[src/design/dqne_pkg.sv]
// ---------------------------------------------------------------------------
// DNS query name extractor package
// Shared types and constants for the question-name extractor.
// ---------------------------------------------------------------------------
package dqne_pkg;

    typedef enum logic [2:0] {
        PH_IDLE,
        PH_HDR,
        PH_LEN,
        PH_LABEL,
        PH_SKIP
    } phase_t;

    typedef enum logic [2:0] {
        ST_OK         = 3'd0,
        ST_BAD_LENGTH = 3'd1,
        ST_NOT_QUERY  = 3'd2,
        ST_LABEL_LONG = 3'd3,
        ST_NAME_LONG  = 3'd4,
        ST_TRUNCATED  = 3'd5,
        ST_NO_TERM    = 3'd6
    } status_t;

    typedef enum logic {
        REG_MAX_LABEL_LENGTH = 1'b0,
        REG_MAX_NAME_LENGTH  = 1'b1
    } cfg_reg_t;

    localparam int CFG_DATA_W = 10;

    localparam logic [16:0] COUNT_MAX      = 17'h1FFFF;
    localparam logic [16:0] HDR_LAST_UDP   = 17'd11;
    localparam logic [16:0] HDR_LAST_TCP   = 17'd13;
    localparam logic [16:0] PREFIX_LEN     = 17'd2;
    localparam logic [16:0] HDR_LEN_UDP    = 17'd12;
    localparam logic [15:0] MIN_MSG_LEN    = 16'd12;
    localparam logic [17:0] TERM_TAIL      = 18'd3;
    localparam logic [7:0]  DOT_CHAR       = 8'h2E;
    localparam logic [7:0]  MAX_LABEL_RST  = 8'd63;
    localparam logic [9:0]  MAX_NAME_RST   = 10'd256;

    localparam int FIFO_DEPTH = 4;
    localparam int FIFO_AW    = $clog2(FIFO_DEPTH);

    typedef struct packed {
        logic [7:0] name_char;
        logic       char_valid;
        logic       done_res;
        status_t    status;
        logic [9:0] name_length;
    } result_t;

endpackage

[src/design/dqne_if.sv]
// ---------------------------------------------------------------------------
// DNS query name extractor channels
// Valid/ready channels for payload bytes and for name results.
// ---------------------------------------------------------------------------
interface dqne_in_if;
    logic       valid;
    logic       ready;
    logic [7:0] data_byte;
    logic       first_byte;
    logic       last_byte;
    logic       tcp_framing;

    modport source (output valid, data_byte, first_byte, last_byte, tcp_framing,
                    input ready);
    modport sink (input valid, data_byte, first_byte, last_byte, tcp_framing,
                  output ready);
endinterface

interface dqne_out_if;
    logic       valid;
    logic       ready;
    logic [7:0] name_char;
    logic       char_valid;
    logic       done_res;
    logic [2:0] status;
    logic [9:0] name_length;

    modport source (output valid, name_char, char_valid, done_res, status, name_length,
                    input ready);
    modport sink (input valid, name_char, char_valid, done_res, status, name_length,
                  output ready);
endinterface

[src/design/dqne_core.sv]
// ---------------------------------------------------------------------------
// DNS query name extractor parse core
// Registers one payload byte, walks header and labels, and produces up to
// two results for the output queue.
// ---------------------------------------------------------------------------
module dqne_core
    import dqne_pkg::*;
(
    input  logic        clk,
    input  logic        rst_n,
    dqne_in_if.sink     in_ch,
    input  logic [7:0]  max_label_length,
    input  logic [9:0]  max_name_length,
    input  logic        room,
    output result_t     res0,
    output result_t     res1,
    output logic [1:0]  push_cnt
);

    logic        in_vld_reg, in_vld_next;
    logic [7:0]  data_reg;
    logic        first_reg, last_reg, tcp_reg;

    phase_t      phase_reg, n_phase, c_phase;
    logic [16:0] bc_reg, n_bc, c_bc;
    logic [15:0] ml_reg, n_ml, c_ml;
    logic [4:0]  flags_reg, n_flags, c_flags;
    logic [15:0] qc_reg, n_qc, c_qc;
    logic [7:0]  lr_reg, n_lr, c_lr;
    logic [9:0]  nc_reg, n_nc, c_nc;
    logic        term_reg, n_term, c_term;
    status_t     err_reg, n_err, c_err;
    logic        tcp_mode_reg, c_tcp;

    logic        load, proc_fire, active;
    logic [16:0] hdr_base, hdr_last;
    logic        dot;
    logic [10:0] name_need;
    logic        char_emit;
    logic [7:0]  char_val;
    status_t     fin_status;

    assign proc_fire   = in_vld_reg && room;
    assign in_ch.ready = !in_vld_reg || proc_fire;
    assign load        = in_ch.valid && in_ch.ready;
    assign active      = first_reg || (phase_reg != PH_IDLE);

    always_comb
    begin
        in_vld_next = in_vld_reg;
        if (load)
        begin
            in_vld_next = 1'b1;
        end
        else if (proc_fire)
        begin
            in_vld_next = 1'b0;
        end
    end

    always_comb
    begin
        c_phase = first_reg ? PH_HDR : phase_reg;
        c_bc    = first_reg ? '0 : bc_reg;
        c_ml    = first_reg ? '0 : ml_reg;
        c_flags = first_reg ? '0 : flags_reg;
        c_qc    = first_reg ? '0 : qc_reg;
        c_lr    = first_reg ? '0 : lr_reg;
        c_nc    = first_reg ? '0 : nc_reg;
        c_term  = first_reg ? 1'b0 : term_reg;
        c_err   = first_reg ? ST_OK : err_reg;
        c_tcp   = first_reg ? tcp_reg : tcp_mode_reg;
    end

    always_comb
    begin
        n_phase   = c_phase;
        n_bc      = (c_bc != COUNT_MAX) ? c_bc + 17'd1 : c_bc;
        n_ml      = c_ml;
        n_flags   = c_flags;
        n_qc      = c_qc;
        n_lr      = c_lr;
        n_nc      = c_nc;
        n_term    = c_term;
        n_err     = c_err;
        char_emit = 1'b0;
        char_val  = data_reg;
        hdr_base  = c_tcp ? PREFIX_LEN : 17'd0;
        hdr_last  = c_tcp ? HDR_LAST_TCP : HDR_LAST_UDP;
        dot       = (c_nc != 10'd0);
        name_need = {1'b0, c_nc} + {10'd0, dot} + {3'd0, data_reg};

        unique case (c_phase)
            PH_HDR:
            begin
                if (c_tcp && c_bc == 17'd0)
                begin
                    n_ml = {data_reg, 8'd0};
                end
                else if (c_tcp && c_bc == 17'd1)
                begin
                    n_ml = {c_ml[15:8], data_reg};
                end
                else if (c_bc == hdr_base + 17'd2)
                begin
                    n_flags = data_reg[7:3];
                end
                else if (c_bc == hdr_base + 17'd4)
                begin
                    n_qc = {data_reg, 8'd0};
                end
                else if (c_bc == hdr_base + 17'd5)
                begin
                    n_qc = {c_qc[15:8], data_reg};
                end
                if (c_bc == hdr_last)
                begin
                    if (n_qc != 16'd1 || (c_tcp && n_flags != 5'd0))
                    begin
                        n_err   = ST_NOT_QUERY;
                        n_phase = PH_SKIP;
                    end
                    else
                    begin
                        n_phase = PH_LEN;
                    end
                end
            end
            PH_LEN, PH_LABEL:
            begin
                if (c_tcp && {1'b0, c_bc} >= {2'd0, c_ml} + 18'd2)
                begin
                    n_phase = PH_SKIP;
                end
                else if (c_phase == PH_LABEL)
                begin
                    char_emit = 1'b1;
                    n_nc      = c_nc + 10'd1;
                    n_lr      = c_lr - 8'd1;
                    if (c_lr == 8'd1)
                    begin
                        n_phase = PH_LEN;
                    end
                end
                else if (data_reg == 8'd0)
                begin
                    n_term  = 1'b1;
                    n_phase = PH_SKIP;
                    if (c_tcp && {1'b0, c_bc} + TERM_TAIL > {2'd0, c_ml})
                    begin
                        n_err = ST_TRUNCATED;
                    end
                end
                else if (data_reg > max_label_length)
                begin
                    n_err   = ST_LABEL_LONG;
                    n_phase = PH_SKIP;
                end
                else if (name_need >= {1'b0, max_name_length})
                begin
                    n_err   = ST_NAME_LONG;
                    n_phase = PH_SKIP;
                end
                else if (c_tcp && {1'b0, c_bc} + {10'd0, data_reg} > {2'd0, c_ml} + 18'd1)
                begin
                    n_err   = ST_TRUNCATED;
                    n_phase = PH_SKIP;
                end
                else
                begin
                    if (dot)
                    begin
                        char_emit = 1'b1;
                        char_val  = DOT_CHAR;
                        n_nc      = c_nc + 10'd1;
                    end
                    n_lr    = data_reg;
                    n_phase = PH_LABEL;
                end
            end
            default:
            begin
                n_phase = c_phase;
            end
        endcase

        if (c_tcp)
        begin
            if (n_bc < PREFIX_LEN || n_ml < MIN_MSG_LEN
                || {2'd0, n_ml} + 18'd2 > {1'b0, n_bc})
            begin
                fin_status = ST_BAD_LENGTH;
            end
            else if (n_err != ST_OK)
            begin
                fin_status = n_err;
            end
            else
            begin
                fin_status = n_term ? ST_OK : ST_NO_TERM;
            end
        end
        else
        begin
            if (n_bc <= HDR_LEN_UDP || (n_bc - HDR_LEN_UDP) > {7'd0, max_name_length})
            begin
                fin_status = ST_BAD_LENGTH;
            end
            else if (n_err != ST_OK)
            begin
                fin_status = n_err;
            end
            else
            begin
                fin_status = (n_phase == PH_LABEL) ? ST_TRUNCATED : ST_OK;
            end
        end

        if (last_reg)
        begin
            n_phase = PH_IDLE;
        end
    end

    always_comb
    begin
        result_t char_res;
        result_t done_res;
        char_res             = '0;
        char_res.name_char   = char_val;
        char_res.char_valid  = 1'b1;
        done_res             = '0;
        done_res.done_res    = 1'b1;
        done_res.status      = fin_status;
        done_res.name_length = n_nc;
        res0     = char_emit ? char_res : done_res;
        res1     = done_res;
        push_cnt = 2'd0;
        if (proc_fire && active)
        begin
            push_cnt = {1'b0, char_emit} + {1'b0, last_reg};
        end
    end

    always_ff @(posedge clk)
    begin
        if (load)
        begin
            data_reg  <= in_ch.data_byte;
            first_reg <= in_ch.first_byte;
            last_reg  <= in_ch.last_byte;
            tcp_reg   <= in_ch.tcp_framing;
        end
    end

    always_ff @(posedge clk or negedge rst_n)
    begin
        if (!rst_n)
        begin
            in_vld_reg   <= 1'b0;
            phase_reg    <= PH_IDLE;
            bc_reg       <= '0;
            ml_reg       <= '0;
            flags_reg    <= '0;
            qc_reg       <= '0;
            lr_reg       <= '0;
            nc_reg       <= '0;
            term_reg     <= 1'b0;
            err_reg      <= ST_OK;
            tcp_mode_reg <= 1'b0;
        end
        else
        begin
            in_vld_reg <= in_vld_next;
            if (proc_fire && active)
            begin
                phase_reg    <= n_phase;
                bc_reg       <= n_bc;
                ml_reg       <= n_ml;
                flags_reg    <= n_flags;
                qc_reg       <= n_qc;
                lr_reg       <= n_lr;
                nc_reg       <= n_nc;
                term_reg     <= n_term;
                err_reg      <= n_err;
                tcp_mode_reg <= c_tcp;
            end
        end
    end

    a_push_needs_room: assert property (@(posedge clk) disable iff (!rst_n)
        push_cnt != 2'd0 |-> room)
        else $error("results pushed without queue room");

    a_pair_is_char_then_done: assert property (@(posedge clk) disable iff (!rst_n)
        push_cnt == 2'd2 |-> (res0.char_valid && res1.done_res))
        else $error("a result pair must be a name byte followed by the final result");

    a_label_walk_in_range: assert property (@(posedge clk) disable iff (!rst_n)
        phase_reg == PH_LABEL |-> lr_reg != 8'd0)
        else $error("label walk with no bytes left");

endmodule

[src/design/dqne_out_fifo.sv]
// ---------------------------------------------------------------------------
// DNS query name extractor result queue
// Small queue that takes up to two results per cycle and hands out one.
// ---------------------------------------------------------------------------
module dqne_out_fifo
    import dqne_pkg::*;
(
    input  logic        clk,
    input  logic        rst_n,
    input  result_t     res0,
    input  result_t     res1,
    input  logic [1:0]  push_cnt,
    output logic        room,
    dqne_out_if.source  out_ch
);

    result_t              slot_reg [FIFO_DEPTH];
    logic [FIFO_AW-1:0]   wr_ptr_reg, wr_ptr_next;
    logic [FIFO_AW-1:0]   rd_ptr_reg, rd_ptr_next;
    logic [FIFO_AW:0]     count_reg, count_next;
    logic                 pop;
    result_t              head;

    assign room = count_reg <= (FIFO_AW+1)'(FIFO_DEPTH - 2);
    assign pop  = out_ch.valid && out_ch.ready;
    assign head = slot_reg[rd_ptr_reg];

    assign out_ch.valid       = count_reg != '0;
    assign out_ch.name_char   = head.name_char;
    assign out_ch.char_valid  = head.char_valid;
    assign out_ch.done_res    = head.done_res;
    assign out_ch.status      = head.status;
    assign out_ch.name_length = head.name_length;

    always_comb
    begin
        wr_ptr_next = wr_ptr_reg + FIFO_AW'(push_cnt);
        rd_ptr_next = rd_ptr_reg + FIFO_AW'(pop);
        count_next  = count_reg + (FIFO_AW+1)'(push_cnt) - (FIFO_AW+1)'(pop);
    end

    always_ff @(posedge clk)
    begin
        if (push_cnt != 2'd0)
        begin
            slot_reg[wr_ptr_reg] <= res0;
        end
        if (push_cnt == 2'd2)
        begin
            slot_reg[wr_ptr_reg + FIFO_AW'(1)] <= res1;
        end
    end

    always_ff @(posedge clk or negedge rst_n)
    begin
        if (!rst_n)
        begin
            wr_ptr_reg <= '0;
            rd_ptr_reg <= '0;
            count_reg  <= '0;
        end
        else
        begin
            wr_ptr_reg <= wr_ptr_next;
            rd_ptr_reg <= rd_ptr_next;
            count_reg  <= count_next;
        end
    end

    a_count_bounded: assert property (@(posedge clk) disable iff (!rst_n)
        count_reg <= (FIFO_AW+1)'(FIFO_DEPTH))
        else $error("result queue overflow");

    a_pop_only_drains: assert property (@(posedge clk) disable iff (!rst_n)
        (pop && push_cnt == 2'd0) |=> count_reg == $past(count_reg) - (FIFO_AW+1)'(1))
        else $error("queue count wrong after a pop");

    a_ptr_gap_matches_count: assert property (@(posedge clk) disable iff (!rst_n)
        count_reg != (FIFO_AW+1)'(FIFO_DEPTH)
        |-> FIFO_AW'(wr_ptr_reg - rd_ptr_reg) == count_reg[FIFO_AW-1:0])
        else $error("queue pointers disagree with count");

endmodule

[src/design/dns_query_name_extractor.sv]
// A result passes the input register, then the result queue, on its way out.
// Throughput: one item per cycle while the result queue has room; an item that
// yields a name byte and the final result pushes both into the four-entry result queue.
// The label walk steps one byte at a time through the parse state and one byte register.
// Reset clears the walk state and the queue and loads max_label_length 63 and
// max_name_length 256.
// ---------------------------------------------------------------------------
// DNS query name extractor
// Extracts the dotted question name from a DNS message, one payload byte per item.
// ---------------------------------------------------------------------------
module dns_query_name_extractor
    import dqne_pkg::*;
(
    input  logic                  clk,
    input  logic                  rst_n,
    input  logic                  cfg_we,
    input  logic                  cfg_index,
    input  logic [CFG_DATA_W-1:0] cfg_data,
    dqne_in_if.sink               in_ch,
    dqne_out_if.source            out_ch
);

    logic [7:0] max_label_length_reg;
    logic [9:0] max_name_length_reg;
    result_t    res0, res1;
    logic [1:0] push_cnt;
    logic       room;

    always_ff @(posedge clk or negedge rst_n)
    begin
        if (!rst_n)
        begin
            max_label_length_reg <= MAX_LABEL_RST;
            max_name_length_reg  <= MAX_NAME_RST;
        end
        else if (cfg_we)
        begin
            unique case (cfg_reg_t'(cfg_index))
                REG_MAX_LABEL_LENGTH: max_label_length_reg <= cfg_data[7:0];
                REG_MAX_NAME_LENGTH:  max_name_length_reg  <= cfg_data[9:0];
                default:              max_name_length_reg  <= max_name_length_reg;
            endcase
        end
    end

    dqne_core u_core (
        .clk              (clk),
        .rst_n            (rst_n),
        .in_ch            (in_ch),
        .max_label_length (max_label_length_reg),
        .max_name_length  (max_name_length_reg),
        .room             (room),
        .res0             (res0),
        .res1             (res1),
        .push_cnt         (push_cnt)
    );

    dqne_out_fifo u_out_fifo (
        .clk      (clk),
        .rst_n    (rst_n),
        .res0     (res0),
        .res1     (res1),
        .push_cnt (push_cnt),
        .room     (room),
        .out_ch   (out_ch)
    );

endmodule

[src/flat_wrapper.sv]
// flat-port wrapper written by rule: the top's interface ports become plain ports
module dns_query_name_extractor_flat import dqne_pkg::*;
  (clk, rst_n, cfg_we, cfg_index, cfg_data, in_ch_valid, in_ch_data_byte, in_ch_first_byte, in_ch_last_byte, in_ch_tcp_framing, in_ch_ready, out_ch_valid, out_ch_name_char, out_ch_char_valid, out_ch_done_res, out_ch_status, out_ch_name_length, out_ch_ready);
  dqne_in_if in_ch_i ();
  dqne_out_if out_ch_i ();
  input  logic clk;
  input  logic rst_n;
  input  logic cfg_we;
  input  logic cfg_index;
  input  logic [CFG_DATA_W-1:0] cfg_data;
  input wire logic [$bits(in_ch_i.valid)-1:0] in_ch_valid;
  input wire logic [$bits(in_ch_i.data_byte)-1:0] in_ch_data_byte;
  input wire logic [$bits(in_ch_i.first_byte)-1:0] in_ch_first_byte;
  input wire logic [$bits(in_ch_i.last_byte)-1:0] in_ch_last_byte;
  input wire logic [$bits(in_ch_i.tcp_framing)-1:0] in_ch_tcp_framing;
  output wire logic [$bits(in_ch_i.ready)-1:0] in_ch_ready;
  output wire logic [$bits(out_ch_i.valid)-1:0] out_ch_valid;
  output wire logic [$bits(out_ch_i.name_char)-1:0] out_ch_name_char;
  output wire logic [$bits(out_ch_i.char_valid)-1:0] out_ch_char_valid;
  output wire logic [$bits(out_ch_i.done_res)-1:0] out_ch_done_res;
  output wire logic [$bits(out_ch_i.status)-1:0] out_ch_status;
  output wire logic [$bits(out_ch_i.name_length)-1:0] out_ch_name_length;
  input wire logic [$bits(out_ch_i.ready)-1:0] out_ch_ready;
  assign in_ch_i.valid = in_ch_valid;
  assign in_ch_i.data_byte = in_ch_data_byte;
  assign in_ch_i.first_byte = in_ch_first_byte;
  assign in_ch_i.last_byte = in_ch_last_byte;
  assign in_ch_i.tcp_framing = in_ch_tcp_framing;
  assign in_ch_ready = in_ch_i.ready;
  assign out_ch_valid = out_ch_i.valid;
  assign out_ch_name_char = out_ch_i.name_char;
  assign out_ch_char_valid = out_ch_i.char_valid;
  assign out_ch_done_res = out_ch_i.done_res;
  assign out_ch_status = out_ch_i.status;
  assign out_ch_name_length = out_ch_i.name_length;
  assign out_ch_i.ready = out_ch_ready;
  dns_query_name_extractor u_core (.clk(clk), .rst_n(rst_n), .cfg_we(cfg_we), .cfg_index(cfg_index), .cfg_data(cfg_data), .in_ch(in_ch_i), .out_ch(out_ch_i));
endmodule
[config.mk]
export PLATFORM = sky130hd
export DESIGN_NAME = dns_query_name_extractor_flat
export DESIGN_NICKNAME = d
export VERILOG_FILES = /design/src/design/dqne_pkg.sv /design/src/design/dqne_if.sv /design/src/design/dqne_core.sv /design/src/design/dqne_out_fifo.sv /design/src/design/dns_query_name_extractor.sv /design/src/flat_wrapper.sv
export SDC_FILE = /design/constraint.sdc
export NUM_CORES = 1
export LEC_CHECK = 0
export ABC_AREA = 1
export BUFFER_PORTS_ARGS = -buffer_cell sky130_fd_sc_hd__buf_2
export CORE_ASPECT_RATIO = 1.75
export CORE_UTILIZATION = 50
export CTS_CLUSTER_DIAMETER = 150
export CTS_CLUSTER_SIZE = 25
export DETAILED_ROUTE_END_ITERATION = 6
export MAX_ROUTING_LAYER = met4
export PLACE_DENSITY_LB_ADDON = 0.12
export SYNTH_ARGS = -nofsm -noshare
export SYNTH_HDL_FRONTEND = slang
export SYNTH_SLANG_ARGS = --single-unit
[constraint.sdc]
create_clock -name clk -period 9.3 [get_ports clk]
set_clock_uncertainty 0.15 [all_clocks]
set_input_delay 2.79 -clock clk [delete_from_list [all_inputs] [get_ports clk]]
set_output_delay 2.79 -clock clk [all_outputs]
set_load 0.005 [all_outputs]
Word level (Yosys, flattened, before mapping):

Memories as Yosys holds them, arrays and structs flattened.
Cells that the tools add are included.

* memory bits (read-only): 0
* RAM bits: 92
* input port bits: 27
* memories kept: 1
* output and inout bits: 25
* logic and storage cells: 194
* latch bits: 0
* bits in registers: 117

* muxes and demuxes: 99
* equality and inequality tests: 13
* bitwise gates (word level): 1
* $mul: 0
* shifts and indexed selects: 0
* reductions and logical operators: 29
* magnitude comparators: 11
* add/subtract/negate cells: 20
* divide/modulo/power cells: 0

Memories
* u_core.u_out_fifo.slot_reg: depth 4, width 23, read ports 1, clocked after Yosys merged registers in 0, write ports 2, line dqne_out_fifo.sv:17 `result_t slot_reg [FIFO_DEPTH];`

Operators with widths (count)
* $mux 16: 10
* $mux 8: 18
* $mux 10: 9
* $mux 3: 29
* $eq 17x4->1: 3
* $add 16x2->17 const B: 2
* $mux 17: 2
* $mux 5: 6
* $mux 23: 1
* $mux 1: 20
* $add 17x2->18 const B: 1
* $add 17x8->18: 1
* $gt 18x16->1: 1
* $gt 18x17->1: 1
* $add 16x1->17 const B: 1
* $add 17x1->17 const B: 1
* $eq 17x1->1 const B: 1
* $eq 17x3->1: 1
* $ge 17x17->1: 1
* $gt 17x10->1: 1
* $gt 17x17->1: 1
* $le 17x4->1 const B: 1
* $logic_not 17->1: 1
* $lt 17x2->1 const B: 1
* other kinds (36): 59

Depth between registers and ports, before layout:

* depth after elaboration: 21
* mapped depth: 47
* depth with buffers taken out: 43

Cells and area by module:

Synthesis repeated with hierarchy kept, for this count alone.

* cells, all modules: 2392
* area total of the unflattened synthesis: 17256.6 µm²

By module, submodules not included
* dqne_core: area an instance 11345.9 µm², seq. area each 2357.3 µm², cells an instance 1782, instances 1
* dqne_out_fifo: area an instance 5192.5 µm², seq. area each 2937.8 µm², cells an instance 532, instances 1
* dns_query_name_extractor: area an instance 718.2 µm², seq. area each 459.2 µm², cells an instance 78, instances 1

Worst setup path after synthesis:

Ideal clock, no wire load.

* path type: reg2reg
* start: register u_core.u_core.first_reg
* end: memory u_core.u_out_fifo.slot_reg[2][2] in the netlist's numbering (data pin)
* period minus slack after synthesis: 7.210 ns
* setup time: 0.140 ns
* data required time: 9.010 ns
* path buffers: 7
* cell stages (with the launch flop): 47
* arrival time: 6.919 ns
* setup slack: 2.090 ns
* cell sequence: edfxtp_1 -> buf_6 -> buf_4 -> buf_2 -> buf_2 -> nor2_1 -> inv_1 -> ha_1 -> nand3_1 -> nor2_1 -> inv_1 -> fa_1 -> fa_1 -> nand3_1 -> nand2_1 -> a21oi_1 -> o21ai_0 -> xnor2_1 -> [11 not listed] -> nor2_1 -> nand2_1 -> nand2_2 -> nand3_4 -> inv_2 -> buf_6 -> ha_1 -> inv_1 -> nor2_1 -> inv_1 -> nor2_1 -> inv_1 -> nor3_1 -> or2_2 -> clkbuf_1 -> o21ai_2 -> buf_4 -> nor2_1

RTL lines
* from (decl): line dqne_core.sv:22 `logic first_reg, last_reg, tcp_reg;`
* from (signal assigned): line dqne_core.sv:250 `first_reg <= in_ch.first_byte;`
* to (decl): line dqne_out_fifo.sv:17

==> impl_metrics.tcl <==
set metrics [dict create \
    cp_slowest_cell "edfxtp_1" \
    grt_pass1_vias 15100 \
    overflow 0 \
    post-synth-top-area-fraction_pct 15.3 \
    cap_violations 0 \
    drtPass1Iterations 7 \
    synth_top_cell_by_area "dfrtp_1" \
    cts_buffer_depth 3 \
    grt_use_total_pct 33.2 \
    initial_utilization_pct 51.1 \
    end_kind "flip-flop" \
    avgViaCountPerCell 5.69 \
    outcome "complete, but fails checks" \
    cts_setup_buffers 0 \
    antenna_found_initial 1 \
    synth_edf_count 63 \
    drc 8 \
    area_growth_pct 5.68 \
    die_x_um 138 \
    cts_buffers 12 \
    largest_register_ffs 92 \
    cts.repair.resized 0 \
    fmaxAchievable_mhz 127 \
    setup_viol 0 \
    num_rows 86 \
    irDropWorstVdd_v 0.000123 \
    critPathMaxStageDelay_ps 550 \
    yosysWarnings 0 \
    slew_headroom_pct 20.8 \
    grt_max_degree 77 \
    path_max_fanout 55 \
    fp.dieArea_sq_um 33200 \
    syn_nets 2367 \
    tightest_slew_ps 1190 \
    wl_um 52700 \
    power_density_nw_per_um2 237 \
    slew_violations 0 \
    violations "DRC" \
    clk_latency_ps 510 \
    nNetsFinal 2383 \
    cts.sinks 209 \
    yosysMostFrequentCell "nand2_1" \
    rsz0062_at_grt "false" \
    cts_tree "done" \
    rrSetupSlack_ps 1460 \
    layout-drive-gt1-share_pct 9.56 \
    syn_inst 2216 \
    fin_crit_sh_pct 84.3 \
    globalRouteMet1Util_pct 31.7 \
    timing.hold.ws_ps 316 \
    criticalPathCategory "flip-flop to flip-flop" \
    fin_setup_tns_ps 0 \
    wl_per_cell_um 20.0 \
    syn_area_sq_um 16200 \
    die_y_um 240 \
    fill_cells 3151 \
    clkTransAtPathRegs_ps 120 \
    ys_types 70 \
    synth.area.top_cells "dfrtp_1, edfxtp_1, nand2_1" \
    ys_ff_latch 209 \
    place_congestion 1.00 \
    hpwl_um 41100 \
    drtIter0Drc 747 \
    period_minus_slack_ps 7840 \
    cp.required_ps 9470 \
    route.antenna.remaining_nets 0 \
    ios 52 \
    vias 15000 \
    grt_pass1_wl_um 81900 \
    cts_hold_buf 0 \
    cp.arrival_ps 8020 \
    hold_path_class "flip-flop to flip-flop" \
    ys_seq_area_share_pct 33.0 \
    coreArea_sq_um 31700 \
    synth_commonest_cells "nand2_1, inv_1, nor2_1" \
    p_leak_nw 8.18 \
    ys.flop_type "dfrtp_1" \
    async_flop_share_pct 50.7 \
    cp-start-kind "flip-flop" \
    htreeDepth 1 \
    hold_viol 0 \
    synth_area_per_cell_sq_um 7.32 \
    grtUsageMet3_pct 2.87 \
    portBuffers 51 \
    grt_busiest_layer "met2" \
    cts_root_buf "clkbuf_16" \
    use_met2_pct 61.6 \
]
per-layer routing:
layer  share of wire, %  vias to the layer above
met3                3.4                      207
met4                9.1                        0
met1                 35                     7034
met2                 52                      415
met5                  0                        -
li1                   -                     7333
worst max-delay path: cells and delay by family (launching register included):
| family | cells | cell delay [ps] |
|---|---|---|
| AOI/OAI and AO/OA | 5 | 990 |
| xor gates and xnor gates | 1 | 150 |
| adders and majority gates | 4 | 1330 |
| buffers and inverters | 8 | 1000 |
| DFF | 1 | 550 |
| and+or+nand+nor | 22 | 3510 |
stage by stage:
stage / util, % / total power, mW / setup slack [ps] / std cells / cell area, sq um
floorplan: - / 2.81 / 2090 / 2216 / 16200
detailed placement: 52.9 / 3.46 / 1500 / 2614 / 16800
finish: 54.0 / 4.06 / 1460 / 2635 / 17100
global placement: 52.9 / 3.42 / 1680 / 2614 / 16800
CTS: 54.0 / 4.07 / 1430 / 2634 / 17100
global route: 54.0 / 4.38 / 707 / 2635 / 17100
report_power, final:
part	internal, mW	switching [mW]	total, mW
clock network	0.266	0.333	0.599
logic	0.706	1.43	2.13
registers	1.18	0.149	1.33
cell usage in the layout (no fill, tap or decap), drive strengths merged, types with 11 or more instances in the layout:
cell | synthesis | routed
inv | 326 | 328
dfxtp | 40 | 40
edfxtp | 63 | 63
ha | 121 | 121
a21oi | 126 | 126
dfrtp | 99 | 99
nand3 | 98 | 98
nand4 | 37 | 37
nor3 | 41 | 41
buf | 23 | 68
xnor2 | 15 | 15
nor2 | 259 | 259
xor2 | 94 | 94
nor4 | 12 | 12
o22ai | 63 | 63
o21ai | 200 | 200
nand2 | 470 | 470
o211ai | 11 | 11
clkbuf | 43 | 19
cell families (layout without fill, tap and decap cells):
kind of cell	count (synthesis)	in the layout	synth area share, %
AND/OR/NAND/NOR	935	935	26.1
other	0	1	0
flip-flops	209	209	33.0
adder cells (fa/ha/maj)	124	124	9.70
buffers and inverters	399	421	9.78
XOR/XNOR	109	109	5.88
AO/OA/AOI/OAI	440	440	15.6
layout make-up:
class	count	area, sq um	area share [%]
Clock buffer	19	348	2.03
Sequential cell	209	5350	31.2
Multi-Input combinational cell	1608	9290	54.2
Inverter	333	1250	7.30
Clock inverter	1	16.3	0.0949
Tap cell	396	495	2.89
Timing Repair Buffer	68	385	2.25
Antenna cell	1	2.50	0.0146
path summary, 6_finish.rpt:
path	startpoint	cells past startpoint	end
worst min-delay path	u_core.u_out_fifo.slot_reg[0][13]$_SDFFE_PP1P_	2	u_core.u_out_fifo.slot_reg[0][13]$_SDFFE_PP1P_
worst min register to register	u_core.u_out_fifo.slot_reg[0][13]$_SDFFE_PP1P_	2	u_core.u_out_fifo.slot_reg[0][13]$_SDFFE_PP1P_
min in group asynchronous	rst_n	1	u_core.u_core.flags_reg[0]$_DFFE_PN0P_
max in group asynchronous	rst_n	2	u_core.u_core.nc_reg[7]$_DFFE_PN0P_
worst max register to register	u_core.u_core.first_reg$_DFFE_PP_	40	u_core.u_out_fifo.slot_reg[2][10]$_DFFE_PP_
worst max-delay path	u_core.u_core.first_reg$_DFFE_PP_	40	u_core.u_out_fifo.slot_reg[2][10]$_DFFE_PP_
(Power assumes the default switching activity.)
